$ cat config.mk
export PLATFORM = sky130hd
export DESIGN_NAME = polyline_fixed_spacing_resampler_flat
export DESIGN_NICKNAME = d
export VERILOG_FILES = /design/src/rtl/pfsr_pkg.sv /design/src/rtl/pfsr_vertex_if.sv /design/src/rtl/polyline_fixed_spacing_resampler.sv /design/src/rtl/pfsr_mul.sv /design/src/flat_wrapper.sv
export SDC_FILE = /design/constraint.sdc
export NUM_CORES = 2
export LEC_CHECK = 0
export BUFFER_PORTS_ARGS = -buffer_cell sky130_fd_sc_hd__clkbuf_2
export CORE_MARGIN = 3
export CORE_UTILIZATION = 35
export DETAILED_ROUTE_END_ITERATION = 16
export PLACE_DENSITY_LB_ADDON = 0.05
export SLEW_MARGIN = 0
export SYNTH_ARGS = -nofsm -noshare
export SYNTH_HDL_FRONTEND = slang
export SYNTH_HIERARCHICAL = 1
export SYNTH_SLANG_ARGS = --single-unit
$ cat constraint.sdc
create_clock -name clk -period 31.7 [get_ports clk]
set_input_delay 3.17 -clock clk [delete_from_list [all_inputs] [get_ports clk]]
set_output_delay 3.17 -clock clk [all_outputs]
set_load 0.03 [all_outputs]
$ cat src/rtl/pfsr_pkg.sv
`timescale 1ns / 1ps
// ----------------------------------------------------------------------------
// pfsr_pkg
// Shared types, widths and constants of the fixed-spacing path resampler.
// ----------------------------------------------------------------------------
package pfsr_pkg;

    localparam int COORD_WIDTH             = 32;
    localparam int MAX_SAMPLES_PER_SEGMENT = 62;
    localparam int SP_W                    = 24;
    localparam int DIFF_W                  = COORD_WIDTH + 1;
    localparam int PROD_W                  = 2 * DIFF_W;
    localparam int LEN_W                   = DIFF_W;
    localparam int SQRT_STEPS              = PROD_W / 2;
    localparam int REM_W                   = LEN_W + 3;
    localparam int ALONG_W                 = LEN_W + 1;
    localparam int FRAC_W                  = 32;
    localparam int CNT_W                   = 6;
    localparam int STEP_W                  = 6;
    localparam int LIMIT_W                 = SP_W + CNT_W;
    localparam int OFF_W                   = PROD_W - FRAC_W;

    localparam logic [SP_W-1:0]  SPACING_FLOOR = SP_W'(66);
    localparam logic [SP_W-1:0]  SPACING_RESET = SP_W'(6554);
    localparam logic [CNT_W-1:0] SAMPLE_LIMIT  = CNT_W'(MAX_SAMPLES_PER_SEGMENT);

    typedef logic signed [COORD_WIDTH-1:0] coord_t;

    typedef struct packed {
        coord_t x;
        coord_t y;
        logic   path_end;
    } pend_t;

    typedef enum logic [3:0] {
        S_IDLE,
        S_SQX,
        S_SQY,
        S_SUM,
        S_SQRT,
        S_CHECK,
        S_TEST,
        S_DIV,
        S_MX,
        S_MY,
        S_MYW,
        S_EMIT,
        S_FIN,
        S_FLUSH
    } state_t;

endpackage

$ cat src/rtl/pfsr_vertex_if.sv
`timescale 1ns / 1ps
// ----------------------------------------------------------------------------
// pfsr_vertex_if
// Vertex channel: valid/ready handshake with one path vertex as payload.
// ----------------------------------------------------------------------------
interface pfsr_vertex_if;
    logic                         valid;
    logic                         ready;
    pfsr_pkg::coord_t             point_x;
    pfsr_pkg::coord_t             point_y;
    logic                         final_vertex;

    modport source (output valid, output point_x, output point_y,
                    output final_vertex, input ready);
    modport sink   (input valid, input point_x, input point_y,
                    input final_vertex, output ready);
endinterface

// ----------------------------------------------------------------------------
// pfsr_sample_if
// Sample channel: valid/ready handshake with one resampled point as payload.
// ----------------------------------------------------------------------------
interface pfsr_sample_if;
    logic                         valid;
    logic                         ready;
    pfsr_pkg::coord_t             sample_x;
    pfsr_pkg::coord_t             sample_y;
    logic                         path_end;
    logic                         truncated;

    modport source (output valid, output sample_x, output sample_y,
                    output path_end, output truncated, input ready);
    modport sink   (input valid, input sample_x, input sample_y,
                    input path_end, input truncated, output ready);
endinterface

$ cat src/rtl/polyline_fixed_spacing_resampler.sv
`timescale 1ns / 1ps
// ----------------------------------------------------------------------------
// polyline_fixed_spacing_resampler
// Resamples a 2-D path at a fixed arc length with one shared multiplier.
// ----------------------------------------------------------------------------
//  channel   | dir | payload                                    | handshake
//  vertex    | in  | point_x, point_y, final_vertex             | valid/ready
//  sample    | out | sample_x, sample_y, path_end, truncated    | valid/ready
//  wr_*      | in  | wr_data = spacing register (24 bit)        | wr_en
//
//  First vertex: emission, a closing step and a flush, then ready again. A later
//  vertex: squares and sum on the multiplier, the bit-serial root, a check, a
//  final test and the closing steps, then per sample a test, bit-serial fraction
//  division, interpolation and emission; an added endpoint adds one more emission.
//  The root and the per-sample division loop are the longest steps.
//  Reset clears the sequencer, path state and spacing (6554).
//  vertex.ready is high only in idle; a stalled sample holds the sequencer
//  at its next emission, one result waits in the output register.
// ----------------------------------------------------------------------------
module polyline_fixed_spacing_resampler (
    input  logic                      clk,
    input  logic                      rst_n,
    pfsr_vertex_if.sink               vertex,
    pfsr_sample_if.source             sample,
    input  logic                      wr_en,
    input  logic [pfsr_pkg::SP_W-1:0] wr_data
);
    import pfsr_pkg::*;

    state_t                   state_reg, state_next;
    coord_t                   cur_x_reg, cur_x_next, cur_y_reg, cur_y_next;
    logic                     fin_reg, fin_next;
    logic signed [DIFF_W-1:0] dx_reg, dx_next, dy_reg, dy_next;
    logic [PROD_W-1:0]        sq_reg, sq_next, rad_reg, rad_next;
    logic [LEN_W-1:0]         root_reg, root_next, len_reg, len_next;
    logic [REM_W-1:0]         rem_reg, rem_next;
    logic [STEP_W-1:0]        step_reg, step_next;
    logic [ALONG_W-1:0]       along_reg, along_next;
    logic [SP_W-1:0]          carry_reg, carry_next;
    logic                     trunc_reg, trunc_next;
    logic [CNT_W-1:0]         cnt_reg, cnt_next;
    logic [LEN_W-1:0]         div_reg, div_next;
    logic [FRAC_W-1:0]        frac_reg, frac_next;
    coord_t                   emit_x_reg, emit_x_next, emit_y_reg, emit_y_next;
    logic                     in_loop_reg, in_loop_next;
    logic                     emitted_reg, emitted_next;
    coord_t                   prev_x_reg, prev_x_next, prev_y_reg, prev_y_next;
    logic                     have_prev_reg, have_prev_next;
    coord_t                   last_x_reg, last_x_next, last_y_reg, last_y_next;
    logic                     pend_valid_reg, pend_valid_next;
    pend_t                    pend_reg, pend_next;
    logic                     out_valid_reg, out_valid_next;
    pend_t                    out_reg, out_next;
    logic                     out_trunc_reg, out_trunc_next;
    logic [SP_W-1:0]          cfg_reg, cfg_next;

    logic [SP_W-1:0]          spacing;
    logic [DIFF_W-1:0]        ax, ay, mul_a, mul_b;
    logic [PROD_W-1:0]        prod;
    logic                     slot_free;
    logic                     out_load;
    logic [REM_W-1:0]         sq_rem, sq_trial;
    logic [LEN_W:0]           div_sh;
    logic [LIMIT_W-1:0]       limit;
    logic [ALONG_W-1:0]       left;
    logic [PROD_W-1:0]        rounded;
    logic [OFF_W-1:0]         off;
    logic [OFF_W-1:0]         base;
    logic [OFF_W-1:0]         coord_sum;

    // clamp spacing and take magnitudes
    assign spacing = (cfg_reg < SPACING_FLOOR) ? SPACING_FLOOR : cfg_reg;
    assign ax = dx_reg[DIFF_W-1] ? DIFF_W'(-dx_reg) : DIFF_W'(dx_reg);
    assign ay = dy_reg[DIFF_W-1] ? DIFF_W'(-dy_reg) : DIFF_W'(dy_reg);

    // select multiplier operands
    always_comb
    begin
        case (state_reg)
            S_SQX:   begin mul_a = ax;                    mul_b = ax; end
            S_SQY:   begin mul_a = ay;                    mul_b = ay; end
            S_MX:    begin mul_a = DIFF_W'(frac_reg);     mul_b = ax; end
            S_MY:    begin mul_a = DIFF_W'(frac_reg);     mul_b = ay; end
            default: begin mul_a = '0;                    mul_b = '0; end
        endcase
    end

    pfsr_mul u_mul (
        .clk (clk),
        .a   (mul_a),
        .b   (mul_b),
        .p   (prod)
    );

    assign slot_free = !out_valid_reg || sample.ready;
    assign sq_rem    = {rem_reg[REM_W-3:0], rad_reg[PROD_W-1:PROD_W-2]};
    assign sq_trial  = {1'b0, root_reg, 2'b01};
    assign div_sh    = {div_reg, 1'b0};
    assign limit     = LIMIT_W'(carry_reg) + LIMIT_W'(SAMPLE_LIMIT) * LIMIT_W'(spacing);
    assign left      = along_reg - ALONG_W'(len_reg);

    // round the registered product and offset the start point
    assign rounded   = prod + (PROD_W'(1) << (FRAC_W - 1));
    assign off       = rounded[PROD_W-1:FRAC_W];
    assign base      = (state_reg == S_MY) ? OFF_W'(prev_x_reg) : OFF_W'(prev_y_reg);
    always_comb
    begin
        if ((state_reg == S_MY) ? dx_reg[DIFF_W-1] : dy_reg[DIFF_W-1])
            coord_sum = base - off;
        else
            coord_sum = base + off;
    end

    // sequencer and datapath next values
    always_comb
    begin
        state_next      = state_reg;
        cur_x_next      = cur_x_reg;
        cur_y_next      = cur_y_reg;
        fin_next        = fin_reg;
        dx_next         = dx_reg;
        dy_next         = dy_reg;
        sq_next         = sq_reg;
        rad_next        = rad_reg;
        root_next       = root_reg;
        rem_next        = rem_reg;
        len_next        = len_reg;
        step_next       = step_reg;
        along_next      = along_reg;
        carry_next      = carry_reg;
        trunc_next      = trunc_reg;
        cnt_next        = cnt_reg;
        div_next        = div_reg;
        frac_next       = frac_reg;
        emit_x_next     = emit_x_reg;
        emit_y_next     = emit_y_reg;
        in_loop_next    = in_loop_reg;
        emitted_next    = emitted_reg;
        prev_x_next     = prev_x_reg;
        prev_y_next     = prev_y_reg;
        have_prev_next  = have_prev_reg;
        last_x_next     = last_x_reg;
        last_y_next     = last_y_reg;
        pend_valid_next = pend_valid_reg;
        pend_next       = pend_reg;
        out_load        = 1'b0;
        cfg_next        = wr_en ? wr_data : cfg_reg;

        case (state_reg)
            S_IDLE:
            begin
                if (vertex.valid)
                begin
                    cur_x_next   = vertex.point_x;
                    cur_y_next   = vertex.point_y;
                    fin_next     = vertex.final_vertex;
                    trunc_next   = 1'b0;
                    emitted_next = 1'b0;
                    dx_next      = DIFF_W'(vertex.point_x) - DIFF_W'(prev_x_reg);
                    dy_next      = DIFF_W'(vertex.point_y) - DIFF_W'(prev_y_reg);
                    if (!have_prev_reg)
                    begin
                        emit_x_next    = vertex.point_x;
                        emit_y_next    = vertex.point_y;
                        in_loop_next   = 1'b0;
                        have_prev_next = 1'b1;
                        carry_next     = spacing;
                        state_next     = S_EMIT;
                    end
                    else
                        state_next = S_SQX;
                end
            end
            S_SQX: state_next = S_SQY;
            S_SQY:
            begin
                sq_next    = prod;
                state_next = S_SUM;
            end
            S_SUM:
            begin
                rad_next   = sq_reg + prod;
                root_next  = '0;
                rem_next   = '0;
                step_next  = '0;
                state_next = S_SQRT;
            end
            // one bit of the root per cycle
            S_SQRT:
            begin
                rad_next = {rad_reg[PROD_W-3:0], 2'b00};
                if (sq_rem >= sq_trial)
                begin
                    rem_next  = sq_rem - sq_trial;
                    root_next = {root_reg[LEN_W-2:0], 1'b1};
                end
                else
                begin
                    rem_next  = sq_rem;
                    root_next = {root_reg[LEN_W-2:0], 1'b0};
                end
                step_next = step_reg + STEP_W'(1);
                if (step_reg == STEP_W'(SQRT_STEPS - 1))
                begin
                    len_next   = root_next;
                    state_next = S_CHECK;
                end
            end
            S_CHECK:
            begin
                if (len_reg == '0)
                    state_next = S_FIN;
                else
                begin
                    trunc_next   = LEN_W'(limit) < len_reg;
                    along_next   = ALONG_W'(carry_reg);
                    cnt_next     = '0;
                    in_loop_next = 1'b1;
                    state_next   = S_TEST;
                end
            end
            S_TEST:
            begin
                if ((along_reg < ALONG_W'(len_reg)) && (cnt_reg != SAMPLE_LIMIT))
                begin
                    div_next   = along_reg[LEN_W-1:0];
                    frac_next  = '0;
                    step_next  = '0;
                    state_next = S_DIV;
                end
                else
                begin
                    if (trunc_reg || (left == '0))
                        carry_next = spacing;
                    else
                        carry_next = left[SP_W-1:0];
                    in_loop_next = 1'b0;
                    state_next   = S_FIN;
                end
            end
            // one fraction bit per cycle
            S_DIV:
            begin
                if (div_sh >= {1'b0, len_reg})
                begin
                    div_next  = LEN_W'(div_sh - {1'b0, len_reg});
                    frac_next = {frac_reg[FRAC_W-2:0], 1'b1};
                end
                else
                begin
                    div_next  = div_sh[LEN_W-1:0];
                    frac_next = {frac_reg[FRAC_W-2:0], 1'b0};
                end
                step_next = step_reg + STEP_W'(1);
                if (step_reg == STEP_W'(FRAC_W - 1))
                    state_next = S_MX;
            end
            S_MX: state_next = S_MY;
            S_MY:
            begin
                emit_x_next = coord_sum[COORD_WIDTH-1:0];
                state_next  = S_MYW;
            end
            S_MYW:
            begin
                emit_y_next = coord_sum[COORD_WIDTH-1:0];
                state_next  = S_EMIT;
            end
            // push the held result out and hold the new one
            S_EMIT:
            begin
                if (!pend_valid_reg || slot_free)
                begin
                    out_load        = pend_valid_reg;
                    pend_valid_next = 1'b1;
                    pend_next       = '{x: emit_x_reg, y: emit_y_reg, path_end: 1'b0};
                    last_x_next     = emit_x_reg;
                    last_y_next     = emit_y_reg;
                    emitted_next    = 1'b1;
                    if (in_loop_reg)
                    begin
                        along_next = along_reg + ALONG_W'(spacing);
                        cnt_next   = cnt_reg + CNT_W'(1);
                        state_next = S_TEST;
                    end
                    else
                        state_next = S_FIN;
                end
            end
            S_FIN:
            begin
                prev_x_next = cur_x_reg;
                prev_y_next = cur_y_reg;
                if (fin_reg && (!emitted_reg || last_x_reg != cur_x_reg ||
                                last_y_reg != cur_y_reg))
                begin
                    emit_x_next  = cur_x_reg;
                    emit_y_next  = cur_y_reg;
                    in_loop_next = 1'b0;
                    state_next   = S_EMIT;
                end
                else
                begin
                    if (fin_reg)
                    begin
                        pend_next.path_end = 1'b1;
                        have_prev_next     = 1'b0;
                    end
                    state_next = S_FLUSH;
                end
            end
            S_FLUSH:
            begin
                if (!pend_valid_reg)
                    state_next = S_IDLE;
                else if (slot_free)
                begin
                    out_load        = 1'b1;
                    pend_valid_next = 1'b0;
                    state_next      = S_IDLE;
                end
            end
            default: state_next = S_IDLE;
        endcase
    end

    // output register
    always_comb
    begin
        out_next       = out_reg;
        out_trunc_next = out_trunc_reg;
        if (out_load)
        begin
            out_valid_next = 1'b1;
            out_next       = pend_reg;
            out_trunc_next = trunc_reg;
        end
        else if (sample.ready)
            out_valid_next = 1'b0;
        else
            out_valid_next = out_valid_reg;
    end

    // control state
    always_ff @(posedge clk or negedge rst_n)
    begin
        if (!rst_n)
        begin
            state_reg      <= S_IDLE;
            prev_x_reg     <= '0;
            prev_y_reg     <= '0;
            have_prev_reg  <= 1'b0;
            carry_reg      <= '0;
            last_x_reg     <= '0;
            last_y_reg     <= '0;
            pend_valid_reg <= 1'b0;
            out_valid_reg  <= 1'b0;
            cfg_reg        <= SPACING_RESET;
        end
        else
        begin
            state_reg      <= state_next;
            prev_x_reg     <= prev_x_next;
            prev_y_reg     <= prev_y_next;
            have_prev_reg  <= have_prev_next;
            carry_reg      <= carry_next;
            last_x_reg     <= last_x_next;
            last_y_reg     <= last_y_next;
            pend_valid_reg <= pend_valid_next;
            out_valid_reg  <= out_valid_next;
            cfg_reg        <= cfg_next;
        end
    end

    // payload and working registers
    always_ff @(posedge clk)
    begin
        cur_x_reg     <= cur_x_next;
        cur_y_reg     <= cur_y_next;
        fin_reg       <= fin_next;
        dx_reg        <= dx_next;
        dy_reg        <= dy_next;
        sq_reg        <= sq_next;
        rad_reg       <= rad_next;
        root_reg      <= root_next;
        rem_reg       <= rem_next;
        len_reg       <= len_next;
        step_reg      <= step_next;
        along_reg     <= along_next;
        trunc_reg     <= trunc_next;
        cnt_reg       <= cnt_next;
        div_reg       <= div_next;
        frac_reg      <= frac_next;
        emit_x_reg    <= emit_x_next;
        emit_y_reg    <= emit_y_next;
        in_loop_reg   <= in_loop_next;
        emitted_reg   <= emitted_next;
        pend_reg      <= pend_next;
        out_reg       <= out_next;
        out_trunc_reg <= out_trunc_next;
    end

    assign vertex.ready     = (state_reg == S_IDLE);
    assign sample.valid     = out_valid_reg;
    assign sample.sample_x  = out_reg.x;
    assign sample.sample_y  = out_reg.y;
    assign sample.path_end  = out_reg.path_end;
    assign sample.truncated = out_trunc_reg;

`ifndef SYNTHESIS
    a_idle_no_pend: assert property (@(posedge clk) disable iff (!rst_n)
        state_reg == S_IDLE |-> !pend_valid_reg)
        else $error("held result left over in idle");
    a_div_rem: assert property (@(posedge clk) disable iff (!rst_n)
        state_reg == S_DIV |-> div_reg < len_reg)
        else $error("division remainder out of range");
    a_cnt_limit: assert property (@(posedge clk) disable iff (!rst_n)
        state_reg == S_TEST |-> cnt_reg <= SAMPLE_LIMIT)
        else $error("sample count beyond limit");
    a_emit_hold: assert property (@(posedge clk) disable iff (!rst_n)
        state_reg == S_EMIT && pend_valid_reg && !slot_free |=> state_reg == S_EMIT)
        else $error("emission left while output blocked");
`endif

endmodule

$ cat src/rtl/pfsr_mul.sv
`timescale 1ns / 1ps
// ----------------------------------------------------------------------------
// pfsr_mul
// Shared unsigned multiplier with a registered product.
// ----------------------------------------------------------------------------
module pfsr_mul (
    input  logic                        clk,
    input  logic [pfsr_pkg::DIFF_W-1:0] a,
    input  logic [pfsr_pkg::DIFF_W-1:0] b,
    output logic [pfsr_pkg::PROD_W-1:0] p
);
    import pfsr_pkg::*;

    logic [PROD_W-1:0] p_reg;

    // register the product, one operation a cycle
    always_ff @(posedge clk)
    begin
        p_reg <= PROD_W'(a) * PROD_W'(b);
    end

    assign p = p_reg;

endmodule

$ cat src/flat_wrapper.sv
// flat-port wrapper written by rule: the top's interface ports become plain ports
module polyline_fixed_spacing_resampler_flat import pfsr_pkg::*;
  (clk, rst_n, wr_en, wr_data, vertex_valid, vertex_point_x, vertex_point_y, vertex_final_vertex, vertex_ready, sample_valid, sample_sample_x, sample_sample_y, sample_path_end, sample_truncated, sample_ready);
  pfsr_vertex_if vertex_i ();
  pfsr_sample_if sample_i ();
  input  logic clk;
  input  logic rst_n;
  input  logic wr_en;
  input  logic [pfsr_pkg::SP_W-1:0] wr_data;
  input wire logic [$bits(vertex_i.valid)-1:0] vertex_valid;
  input wire logic [$bits(vertex_i.point_x)-1:0] vertex_point_x;
  input wire logic [$bits(vertex_i.point_y)-1:0] vertex_point_y;
  input wire logic [$bits(vertex_i.final_vertex)-1:0] vertex_final_vertex;
  output wire logic [$bits(vertex_i.ready)-1:0] vertex_ready;
  output wire logic [$bits(sample_i.valid)-1:0] sample_valid;
  output wire logic [$bits(sample_i.sample_x)-1:0] sample_sample_x;
  output wire logic [$bits(sample_i.sample_y)-1:0] sample_sample_y;
  output wire logic [$bits(sample_i.path_end)-1:0] sample_path_end;
  output wire logic [$bits(sample_i.truncated)-1:0] sample_truncated;
  input wire logic [$bits(sample_i.ready)-1:0] sample_ready;
  assign vertex_i.valid = vertex_valid;
  assign vertex_i.point_x = vertex_point_x;
  assign vertex_i.point_y = vertex_point_y;
  assign vertex_i.final_vertex = vertex_final_vertex;
  assign vertex_ready = vertex_i.ready;
  assign sample_valid = sample_i.valid;
  assign sample_sample_x = sample_i.sample_x;
  assign sample_sample_y = sample_i.sample_y;
  assign sample_path_end = sample_i.path_end;
  assign sample_truncated = sample_i.truncated;
  assign sample_i.ready = sample_ready;
  polyline_fixed_spacing_resampler u_core (.clk(clk), .rst_n(rst_n), .vertex(vertex_i), .sample(sample_i), .wr_en(wr_en), .wr_data(wr_data));
endmodule
# Word level (Yosys, flattened, before mapping)
# Cells that the tools add are included.
[totals]
ff_bits = 921
input_bits = 94
output_inout_bits = 68
wordCells = 220
[classes]
eq_ne = 31
addsub = 15
mul = 2
reduce_logical = 47
n_mux = 82
order_cmp = 5
[op_table]
columns = ["op", "count"]
rows = [
  ["$mux W32", 9],
  ["$pmux W33 S2", 3],
  ["$pmux W32 S3", 2],
  ["$mux W34", 4],
  ["$pmux W34 S2", 2],
  ["$mux W33", 4],
  ["$pmux W66 S2", 1],
  ["$mux W24", 5],
  ["$pmux W33 S3", 1],
  ["$add A66 B66 Y66", 1],
  ["$mul A33 B33 Y66", 1],
  ["$neg A33 Y33", 2],
  ["$sub A32 B32 Y33", 2],
  ["$add A64 B32 Y64 const B", 1],
  ["$ne A32 B32 Y1", 2],
  ["$pmux W32 S2", 1],
  ["$pmux W4 S14", 1],
  ["$pmux W24 S2", 1],
  ["$mux W4", 10],
  ["$ge A36 B35 Y1", 1],
  ["$add A34 B24 Y34", 1],
  ["$ge A34 B33 Y1", 1],
  ["$logic_not A34 Y1", 1],
  ["$lt A34 B33 Y1", 1],
  ["other kinds (41)", 124],
]

# Depth between registers and ports, before layout
[logic_depth]
ltp_word = 7
ltp_mapped = 40
depth_no_buf = 40

# Hierarchy
# The synthesis kept the hierarchy.
[modules_own_cells]
columns = ["module", "area_per_inst_um2", "instances", "cells_each", "seq_area_each_um2"]
rows = [
  ["polyline_fixed_spacing_resampler", 56058.8, 1, 5780, 24767.5],
  ["pfsr_mul", 37288.3, 1, 4161, 1321.3],
]

# Worst setup path after synthesis
# OpenSTA, ideal clock, no wires.
[synth_timing]
path_kind = "register to register"
startpoint = "register u_core.dx_reg[3]"
endpoint = "register u_core.u_mul.p_reg[63] (netlist: u_core/u_mul/p[63])"
setup_time_ns = 0.138
n_path_buf = 2
period_less_slack_ns = 10.115
slack_ns = 21.585
required_time_ns = 31.562
stages_incl_launch_ff = 34
arrival_ns = 9.978
cell_sequence = "edfxtp_1 or4_4 or4_4 or4_4 or4_4 or3_4 o31ai_4 xor2_1 o21ai_0 clkbuf_1 nand2_1 fa_1 inv_1 fa_1 inv_1 fa_1 fa_1 inv_1 fa_1 fa_1 fa_1 inv_1 fa_1 inv_1 ha_1 buf_2 a21oi_2 o211ai_1 a2111oi_4 o31ai_1 a31oi_2 o21ai_2 a2111oi_0 a311oi_1"
[synth_between]
elab_chain_cells = 4
word_cells_on_any_way = 5
classes_between = "1 x add/sub; 1 x mul; 3 x mux"
[synth_lines]
columns = ["element", "line", "source"]
rows = [
  ["start, declared", "polyline_fixed_spacing_resampler.sv:33", "logic signed [DIFF_W-1:0] dx_reg, dx_next, dy_reg, dy_next;"],
  ["start signal, assigned", "polyline_fixed_spacing_resampler.sv:381", "dx_reg <= dx_next;"],
  ["$neg A33 Y33", "polyline_fixed_spacing_resampler.sv:73", "assign ax = dx_reg[DIFF_W-1] ? DIFF_W'(-dx_reg) : DIFF_W'(dx_reg);"],
  ["$mux W33", "polyline_fixed_spacing_resampler.sv:73", ""],
  ["$pmux W33 S3", "polyline_fixed_spacing_resampler.sv:79", "case (state_reg)"],
  ["net u_core.mul_a[27]", "polyline_fixed_spacing_resampler.sv:58", "logic [DIFF_W-1:0] ax, ay, mul_a, mul_b;"],
  ["$mul A33 B33 Y66", "pfsr_mul.sv:19", "p_reg <= PROD_W'(a) * PROD_W'(b);"],
  ["end signal, assigned", "pfsr_mul.sv:19", ""],
  ["end, declared", "pfsr_mul.sv:14", "logic [PROD_W-1:0] p_reg;"],
]
# The timed path passes the listed nets, and every way through them passes these cells.
# A chain may end at the register's enable or synchronous reset.

# Final worst setup path
[layout_timing]
startpoint = "register u_core.dx_reg[0]"
endpoint = "register u_core.u_mul.p_reg[63] (netlist: u_core/u_mul/p[63])"
[layout_between]
elab_chain_cells = 4
word_cells_on_any_way = 5
classes_between = "1 x add/sub; 1 x mul; 3 x mux"
[layout_lines]
columns = ["element", "line"]
rows = [
  ["$neg A33 Y33", "polyline_fixed_spacing_resampler.sv:73"],
  ["$mux W33", "polyline_fixed_spacing_resampler.sv:73"],
  ["$pmux W33 S2", "polyline_fixed_spacing_resampler.sv:79"],
  ["net u_core.mul_b[29]", "polyline_fixed_spacing_resampler.sv:58"],
  ["$mul A33 B33 Y66", "pfsr_mul.sv:19"],
]
# The timed path passes the listed nets, and every way through them passes these cells.

==> run summary <==
Initial antenna violation count: 14
Core ar.: 264000 µm²
Post-synthesis sequential area ratio: 27.9%
Layout cell share with drive strength beyond 1: 6.53%
GPL Wtd Cong: 0.900
First-pass GRT wire length: 470000 µm
CP Launch Type: flop
Clk slew on worst S/H paths: 0.06 ns
Via count: 70500
Initial Util: 35.4%
Top_reg_cell synth: edfxtp_1
Largest net degree at the start of global routing: 91
Die H: 522 µm
Die W: 522 µm
Resized Gates After CTS: 0
Fillers: 26700
Skew-Pair Late Insertion Delay: 0.79 ns
Kind of critical path: reg -> reg
Die Area: 273000 µm²
Final wirelength: 308000 µm
Total grt overflow: 0
Area Overhead vs Synth: 9.57%
CTS Hold Bufs: 0
Layout Nets: 11600
Num CTS Buffers: 111
Vias in the first global route: 73000
Setup Viol. Count Final: 0
Fin crit share: 34.6%
Worst Tran Pin Value: 1.30 ns
Tot Pwr: 3.59 mW
Final worst slack: 20.72 ns
H-tree depth: 3
EDFF count, synth: 672
Synthesized area per cell: 9.39 µm²
Residual DRC: 0
Synth Instances: 9941
Slew Limit Fails: 0
Clock Path Buffers: 3
GR Util All Layers: 22.6%
Final Hold Fails: 0
Via-to-Cell Ratio: 5.22
CP max stage cell: fa_1
Critical Path Max Stage Delay: 0.56 ns
Fin util: 38.8%
PD cells: 35.1 nW/µm²
Yosys warning count: 6
Total negative slack: 0 ns
Crit-path max FO: 33
RSZ-0062 raised after global routing: false
DRT antenna net count: 0
Clock Skew: 0.0918 ns
Io pins: 162
Min cycle time layout: 10.98 ns
Synth unique cells: 110
Hold WS: 0.405 ns
Postcts setup bufs: 0
Critical Path RT: 32.29 ns
Input/output buffers: 161
Hpwl dp: 238000 µm
Highest Clock Rate: 0.0911 GHz
Outcome: complete, no violations
CTS tree: built
Crit-path leading delay family: adder cells
Drt first pass iters: 6
Drt first-iter violations: 4830
CP bufs+invs: 6
Class of the worst hold path: reg -> reg
Placed instance count: 13300
Area post-placement: 98400 µm²
Finished Cell Area: 102000 µm²
Ys async rst share: 19.9%
Max-cap violation count: 0
Finished Layout Cells: 13500
Leak: 46.0 nW
Root buf cell: clkbuf_16
CTS Sinks: 921
Critical Path Sink Type: flop
Crit path DAT: 11.57 ns
Post-place setup slack: 20.72 ns
Mean routed wirelength per cell: 22.8 µm
Synth Register Bits: 921
Mapped Nets: 11700
Rel. slew slack: 12.9%
Site row count: 188
Cell Area, Synth: 93300 µm²
VDD IR max: 0.0000465 V
Top cell by count, worst path: fa_1
[cells in the final DEF (no fill, tap or decap), drive strengths merged, types with 60 or more instances in the layout]
cell and instances:
a21o 181, a21oi 489, and2 641, buf 108, clkbuf 312, dfrtp 176, dfxtp 66, edfxtp 672
fa 1030, ha 647, inv 1474, mux2i 65, nand2 1344, nand2b 60, nand3 158, nand4 84
nor2 442, nor2b 64, nor3 102, o21ai 449, xnor2 313, xor2 222
[where the power goes]
part	internal [mW]	leakage, nW	switching [mW]
registers	1.29	9.42	0.00776
clock network	0.789	1.89	0.569
logic	0.386	34.7	0.548
[area by class of cell]
type,count,area (µm²),share of cell area [%]
well taps,3515,4400,4.30
clock buffers,152,3090,3.02
multi-input cells,7102,60800,59.4
clock inverters,60,782,0.765
diodes,5,12.5,0.0122
repair buffers,268,1620,1.58
inverters,1465,5510,5.38
flip-flops and latches,921,26100,25.5
[cell usage after synthesis (all sizes together) (15+ instances only)]
cell | instances | area (µm²)
a211o | 18 | 158
a211oi | 41 | 313
a21o | 181 | 1360
a21oi | 489 | 2480
a221o | 15 | 150
a31oi | 56 | 372
and2 | 641 | 4010
and3 | 49 | 307
buf | 49 | 273
clkbuf | 404 | 1520
dfrtp | 176 | 4400
dfxtp | 66 | 1320
edfxtp | 672 | 20200
fa | 1030 | 20600
ha | 647 | 8100
inv | 1464 | 5500
mux2 | 21 | 236
mux2i | 65 | 651
nand2 | 1344 | 5050
nand2b | 60 | 375
nand3 | 158 | 791
nand4 | 84 | 553
nor2 | 442 | 1660
nor2b | 64 | 400
nor3 | 102 | 521
nor4 | 36 | 246
o211ai | 34 | 274
o21a | 54 | 405
o21ai | 449 | 2260
o21bai | 56 | 420
o221ai | 37 | 324
o22ai | 52 | 325
o31ai | 47 | 377
o41ai | 16 | 155
or2 | 18 | 113
or3 | 33 | 216
or4 | 23 | 203
xnor2 | 313 | 2740
xor2 | 222 | 1940
[layer usage]
metal  GRT usage (%)  routed length (µm)
met1            32.7              146000
met2            36.2              141000
met3            2.37               13300
met4            5.43                7770
met5               0                  27
[cell families after synthesis]
family                   synth area share (%)
AO/OA/AOI/OAI                            11.7
AND/OR/NAND/NOR                          15.8
buffers and inverters                    7.81
adder cells (fa/ha/maj)                  30.8
flip-flops                               27.9
multiplexers                            0.950
XOR/XNOR                                 5.02
[worst register-to-register path, delay by kind of cell, from the launching register on]
family | cells | cell delay (ns)
AOI/OAI and AO/OA | 10 | 2.10
DFF | 1 | 0.37
xor gates and xnor gates | 1 | 0.26
buffers and inverters | 6 | 0.69
and+or+nand+nor | 7 | 2.80
adders and majority gates | 9 | 4.63
[worst paths after layout]
path / startpoint / endpoint / slack [ns] / cells after the start
max in group asynchronous: rst_n / u_core/last_y_reg[0] / 27.90 / 2
min in group asynchronous: rst_n / u_core/last_x_reg[18] / 2.39 / 1
max reg2reg: u_core/dx_reg[0] / u_core/u_mul/p[63] / 20.72 / 33
min: u_core/u_mul/p[24] / u_core/sq_reg[24] / 0.40 / 0
min reg2reg: u_core/u_mul/p[24] / u_core/sq_reg[24] / 0.40 / 0
max: u_core/dx_reg[0] / u_core/u_mul/p[63] / 20.72 / 33
Power figures use the tool's default switching activity.
